$ cat config.mk
export PLATFORM = sky130hd
export DESIGN_NAME = rti_area_sum
export DESIGN_NICKNAME = d
export VERILOG_FILES = /design/src/assert_macros.svh /design/src/rti_pkg.sv /design/src/rti_area_sum.sv
export SDC_FILE = /design/constraint.sdc
export NUM_CORES = 2
export LEC_CHECK = 0
export BUFFER_PORTS_ARGS = -buffer_cell sky130_fd_sc_hd__buf_2
export CORE_ASPECT_RATIO = 2
export CORE_MARGIN = 2
export CORE_UTILIZATION = 45
export DETAILED_ROUTE_END_ITERATION = 10
export MAX_ROUTING_LAYER = met4
export SYNTH_ARGS = -nofsm -noshare
export SYNTH_HDL_FRONTEND = slang
export SYNTH_SLANG_ARGS = --single-unit
$ cat constraint.sdc
create_clock -name clk -period 25 [get_ports clk]
set_input_delay 5 -clock clk [delete_from_list [all_inputs] [get_ports clk]]
set_output_delay 5 -clock clk [all_outputs]
set_load 0.03 [all_outputs]
$ cat src/assert_macros.svh
// Assertion helpers shared by the RTL.
`ifndef ASSERT_MACROS_SVH
`define ASSERT_MACROS_SVH

`ifndef SYNTHESIS

`define ASSERT_PROP(label, clk, rst, prop) \
  label: assert property (@(posedge clk) disable iff (rst) (prop)) \
    else $error("assertion failed: property does not hold");

`define ASSERT_NEVER(label, clk, rst, expr) \
  label: assert property (@(posedge clk) disable iff (rst) !(expr)) \
    else $error("assertion failed: forbidden condition seen");

`else

`define ASSERT_PROP(label, clk, rst, prop)

`define ASSERT_NEVER(label, clk, rst, expr)

`endif

`endif

$ cat src/rti_pkg.sv
package rti_pkg;

  localparam int CMD_W        = 2;
  localparam int REGION_W     = 7;
  localparam int IN_AREA_W    = 20;
  localparam int OUT_W        = 26;
  localparam int LEAF_COUNT_W = 7;

  localparam int DEF_MAX_LEAVES  = 64;
  localparam int DEF_MAX_REGIONS = 128;
  localparam int DEF_AREA_BITS   = 20;

  // areas per row of the area memory
  localparam int LEAF_LANES = 4;
  localparam int LANE_AW    = 2;

  localparam logic [LEAF_COUNT_W-1:0] LEAF_COUNT_RESET = 7'd64;
  localparam logic [OUT_W-1:0]        OUT_MAX          = '1;

  localparam logic [CMD_W-1:0] CMD_RESTART  = 2'd0;
  localparam logic [CMD_W-1:0] CMD_SET_AREA = 2'd1;
  localparam logic [CMD_W-1:0] CMD_MERGE    = 2'd2;
  localparam logic [CMD_W-1:0] CMD_QUERY    = 2'd3;

  localparam int PADDR_W   = 3;
  localparam int PDATA_W   = 32;
  localparam int REG_IDX_W = 1;
  localparam logic [REG_IDX_W-1:0] REG_LEAF_COUNT = 1'b0;

  typedef struct packed {
    logic                 en;
    logic [REGION_W-1:0]  idx;
    logic [IN_AREA_W-1:0] data;
  } area_wr_t;

  typedef struct packed {
    logic busy;
    logic done;
  } sum_status_t;

endpackage

$ cat src/rti_area_sum.sv
module rti_area_sum import rti_pkg::*; #(
  parameter int MAX_LEAVES = DEF_MAX_LEAVES,
  parameter int AREA_BITS  = DEF_AREA_BITS
) (
  input  logic                  clk,
  input  logic                  rst,
  input  area_wr_t              wr,
  input  logic                  start,
  input  logic [MAX_LEAVES-1:0] mask,
  output sum_status_t           status,
  output logic [OUT_W-1:0]      sum
);

  localparam int ROWS   = (MAX_LEAVES + LEAF_LANES - 1) / LEAF_LANES;
  localparam int ROW_AW = (ROWS > 1) ? $clog2(ROWS) : 1;
  localparam int PAD_W  = ROWS * LEAF_LANES;
  localparam int SUM_W  = AREA_BITS + $clog2(MAX_LEAVES) + 1;
  localparam int EXT_W  = (SUM_W > OUT_W) ? SUM_W : OUT_W;

  logic [LEAF_LANES-1:0][AREA_BITS-1:0] area_mem [ROWS];
  logic [LEAF_LANES-1:0][AREA_BITS-1:0] rd_row;

  logic                  wr_ok;
  logic [ROW_AW-1:0]     wr_row;
  logic [LANE_AW-1:0]    wr_lane;
  logic [PAD_W-1:0]      mask_sh;
  logic [LEAF_LANES-1:0] rd_lanes;
  logic [ROW_AW-1:0]     row_cnt;
  logic                  row_last;
  logic                  issuing;
  logic                  pend;
  logic                  done_q;
  logic [SUM_W-1:0]      acc;
  logic [SUM_W-1:0]      row_sum;
  logic [EXT_W-1:0]      acc_ext;

  assign wr_ok    = wr.en && (32'(wr.idx) < MAX_LEAVES);
  assign wr_row   = ROW_AW'(wr.idx >> LANE_AW);
  assign wr_lane  = wr.idx[LANE_AW-1:0];
  assign row_last = (32'(row_cnt) == ROWS - 1);

  always_ff @(posedge clk) begin
    if (wr_ok) begin
      area_mem[wr_row][wr_lane] <= AREA_BITS'(wr.data);
    end
  end

  always_ff @(posedge clk) begin
    rd_row <= area_mem[row_cnt];
  end

  always_comb begin
    row_sum = '0;
    for (int l = 0; l < LEAF_LANES; l++) begin
      if (rd_lanes[l]) begin
        row_sum = row_sum + SUM_W'(rd_row[l]);
      end
    end
  end

  always_ff @(posedge clk) begin
    if (rst) begin
      issuing <= 1'b0;
      pend    <= 1'b0;
      done_q  <= 1'b0;
    end else begin
      pend   <= issuing;
      done_q <= pend && !issuing;
      if (start) begin
        issuing <= 1'b1;
      end else if (issuing && row_last) begin
        issuing <= 1'b0;
      end
    end
  end

  always_ff @(posedge clk) begin
    if (start) begin
      mask_sh <= PAD_W'(mask);
      row_cnt <= '0;
      acc     <= '0;
    end else begin
      if (issuing) begin
        rd_lanes <= mask_sh[LEAF_LANES-1:0];
        mask_sh  <= mask_sh >> LEAF_LANES;
        row_cnt  <= ROW_AW'(row_cnt + 1'b1);
      end
      if (pend) begin
        acc <= acc + row_sum;
      end
    end
  end

  assign acc_ext     = EXT_W'(acc);
  assign sum         = (acc_ext > EXT_W'(OUT_MAX)) ? OUT_MAX : acc_ext[OUT_W-1:0];
  assign status.busy = issuing || pend;
  assign status.done = done_q;

endmodule
==> results by group <==
Status
  • Status: complete, no violations

Synthesis
  • Post-synth EDFFs: 1348
  • Syn Inst Count: 2955
  • Yosys warnings: 0
  • Primary FF master, synth: edfxtp_1
  • Synthesized area per cell: 20.0 um2
  • Synthesized cell area: between 50000 and 60000 um2
  • Syn_nets: 3137
  • Number of synthesized register bits: 1462
  • Seq/Total Area, Yosys: 72.4%
  • FFs w/ async S/R, synth: 0%
  • Yosys cell types: 83

Timing
  • Setup TNS: 0 ns
  • Post-route minimum period: 8.73 ns
  • Least-Margin Pin Slew: 1.34 ns
  • Slew margin rel.: a little over a tenth
  • Final Hold Viols: 0
  • Skew final: 0.0411 ns
  • Setup violators final: 0
  • Fin. max-slew vios: 0
  • Max Fclk: 115 MHz
  • Final period util: 34.9%
  • Unrepaired setup endpoints after global routing: false

Global routing
  • First-pass GRT wire length: 208000 um
  • GRT Total Usage: 22.4%
  • Initial antenna violation count: 16
  • Grt total ovfl: 0
  • Largest net degree at the start of global routing: about 110
  • Number of global-route vias before repair: 30400

Routing
  • Vias: 28400
  • Detailed Route Iter0 Violations: 2397
  • Antenna-violating nets left: 0
  • DR pass1 iterations: 5
  • Post-route DRC violation count: 0
  • Drt total wl: 144000 um
  • Routed WL per cell: 29.2 um
  • Via density per instance: 5.77

Power and ir drop
  • PD cells: 82.2 nW/um2
  • Switching share of total power: 24.3%
  • NetSw: 0.00132 W
  • Clk pwr share: a little over a third
  • Worst VDD drop: 0.0000603 V
  • Static Leak: approximately 21 nW
  • Int Power: just over 0.004 W
  • Combinational fraction of design power: 13.2%
  • Flop pwr share: 50.5%

Floorplan
  • Site Rows: about 190
  • Die H: 516 um
  • Die ar.: 134000 um2
  • IO Pins: 123
  • Die X-Extent: 260 um
  • Core box area: 131000 um2
  • Initial Util: 45.2%

Layout
  • Share of layout cells above drive strength 1: 30.2%
  • FILL cells: between 10000 and 15000
  • Post-route non-filler standard cell count: a little under 5000
  • Synthesis-to-finish area growth: 12.0%
  • Final nets: 3279

Critical path
  • Crit-path slowest cell: or4_1
  • Setup CP Type: register to register
  • Critical Path AT: 9.32 ns
  • Crit path max fanout: 38
  • CP Capture Type: register
  • Critical path's largest stage delay: 0.50 ns
  • Startpoint types: register
  • Worst Path Required: approximately 26 ns

Clock tree
  • Hold-fix buffers, CTS: 0
  • # clock sinks: 1462
  • CTS buffer count: 118
  • Worst-Skew Late Latency: approximately 0.76 ns
  • # Post-CTS Setup Buffers: 0
  • CTS tree: yes
  • CTS H-tree lvls: 3
  • Worst-path clk slew: approximately 0.08 ns
  • CTS max path bufs: 3
  • Clk root buf: clkbuf_16
  • # resized after CTS: 0

Job
  • Maxcap violations: 0

Place
  • I/O Buffers: roughly 120
  • Gpl congestion: 0.890
  • Placed cells: 4687
  • Post-DP HPWL: 90500 um

Hold path
  • Worst Hold Class: register to register
cell usage in the layout (no fill, tap or decap), drive strengths merged, types with 5 or more instances in the layout:
cell type / synthesis / layout
a211oi: 11 / 11
a21o: 28 / 28
a21oi: 86 / 86
a31oi: 10 / 10
and2: 13 / 13
and3: 7 / 7
buf: 36 / 160
bufinv: 0 / 17
clkbuf: 102 / 150
clkinv: 0 / 35
clkinvlp: 0 / 11
dfxtp: 114 / 114
diode: 0 / 19
edfxtp: 1348 / 1348
ha: 83 / 83
inv: 31 / 42
mux2: 90 / 90
mux2i: 18 / 18
mux4: 400 / 400
nand2: 84 / 84
nand2b: 19 / 19
nand3: 20 / 20
nand4: 10 / 10
nor2: 148 / 148
nor2b: 20 / 20
nor3: 12 / 12
o21a: 12 / 12
o21ai: 43 / 43
o21bai: 20 / 20
o22ai: 5 / 5
or2: 31 / 31
or3: 5 / 5
xnor2: 48 / 48
xor2: 37 / 37
stage by stage:
step / cell area, um2 / setup WS [ns] / hold slack (ns) / util, % / power (W)
finish: 66100 / 16.27 / 0.426 / 50.6 / 0.00544
global route: 66100 / 15.70 / 0.450 / 50.6 / 0.00563
CTS: 66100 / 16.32 / 0.429 / 50.5 / 0.00548
detailed placement: 62000 / 16.41 / 0.407 / 47.4 / 0.00352
global placement: 62000 / 16.63 / 0.406 / 47.4 / 0.00350
floorplan: 59100 / 17.09 / 0.400 / - / 0.00331
routing by layer:
metal | up-vias | wire, um | GRT usage, %
met5 | - | 0 | -
met4 | 0 | 5560 | 8.32
met3 | 213 | 5630 | 2.71
met2 | 693 | 82600 | 42.1
met1 | 15200 | 50000 | 23.9
li1 | 12400 | - | -
power by group through the flow:
stage          logic (W)  registers, W  clock network [W]
5_1_grt         0.000785       0.00275            0.00210
3_3_place_gp    0.000700       0.00280                  0
4_1_cts         0.000724       0.00275            0.00201
2_1_floorplan   0.000537       0.00277                  0
3_5_place_dp    0.000719       0.00280                  0
6_report        0.000716       0.00274            0.00198
final timing paths:
path / start / cells after the start / slack, ns / endpoint
max: rd_lanes[0]$_DFFE_PP_ / 38 / 16.27 / acc[23]$_SDFFE_PP0P_
min: mask_sh[1]$_DFFE_PP_ / 0 / 0.43 / rd_lanes[1]$_DFFE_PP_
max reg2reg: rd_lanes[0]$_DFFE_PP_ / 38 / 16.27 / acc[23]$_SDFFE_PP0P_
min reg2reg: mask_sh[1]$_DFFE_PP_ / 0 / 0.43 / rd_lanes[1]$_DFFE_PP_
sequential cells by signal (all words and copies together), names as in the netlist:
| name | count |
|---|---|
| area_mem | 1280 |
| rd_row | 80 |
| mask_sh | 64 |
| acc | 27 |
| rd_lanes | 4 |
| row_cnt | 4 |
| done_q | 1 |
| issuing | 1 |
| pend | 1 |
Yosys cell counts (18+ instances only):
| library cell | n | area share, % |
|---|---|---|
| mux4_2 | 400 | 15 |
| clkbuf_1 | 101 | 0.64 |
| xor2_1 | 37 | 0.55 |
| nand2_1 | 83 | 0.53 |
| xnor2_1 | 48 | 0.71 |
| o21ai_0 | 40 | 0.34 |
| or2_2 | 30 | 0.32 |
| nand2b_1 | 19 | 0.20 |
| a21oi_1 | 84 | 0.71 |
| a21o_1 | 28 | 0.36 |
| dfxtp_1 | 114 | 3.9 |
| nor2b_1 | 20 | 0.21 |
| nand3_1 | 20 | 0.17 |
| inv_1 | 31 | 0.20 |
| edfxtp_1 | 1348 | 69 |
| mux2_2 | 89 | 1.7 |
| nor2_1 | 147 | 0.93 |
| o21bai_1 | 19 | 0.24 |
| buf_1 | 26 | 0.17 |
| mux2i_1 | 18 | 0.31 |
| ha_1 | 83 | 1.8 |
critical path, delay by kind of cell (launching register included):
family	cells	cell delay (ns)
mux	2	0.55
buf+inv	1	0.25
fa+ha+maj	6	1.98
flops	1	0.37
simple gates	8	1.24
compound gates	16	3.39
xor+xnor	5	0.79
kinds of logic (layout without fill, tap and decap cells):
group           count (synthesis)  in the layout  share of synthesized area, %
xor+xnor                       85             85                          1.26
simple gates                  382            382                          3.04
buf+inv                       169            415                          1.15
other cells                     0             19                             0
flops                        1462           1462                          72.4
compound gates                260            260                          2.93
fa+ha+maj                      89             89                          1.93
mux                           508            508                          17.3
area by class of cell:
type | count | area [um2] | area share, %
multi-input combinational | 1324 | 16000 | 24.3
clock inverter | 74 | 925 | 1.40
timing repair buffer | 160 | 911 | 1.38
clock buffer | 150 | 3190 | 4.82
sequential | 1462 | 42800 | 64.7
inverter | 31 | 116 | 0.176
antenna | 19 | 47.5 | 0.0719
tap | 1710 | 2140 | 3.23
Power figures use the tool's default switching activity.
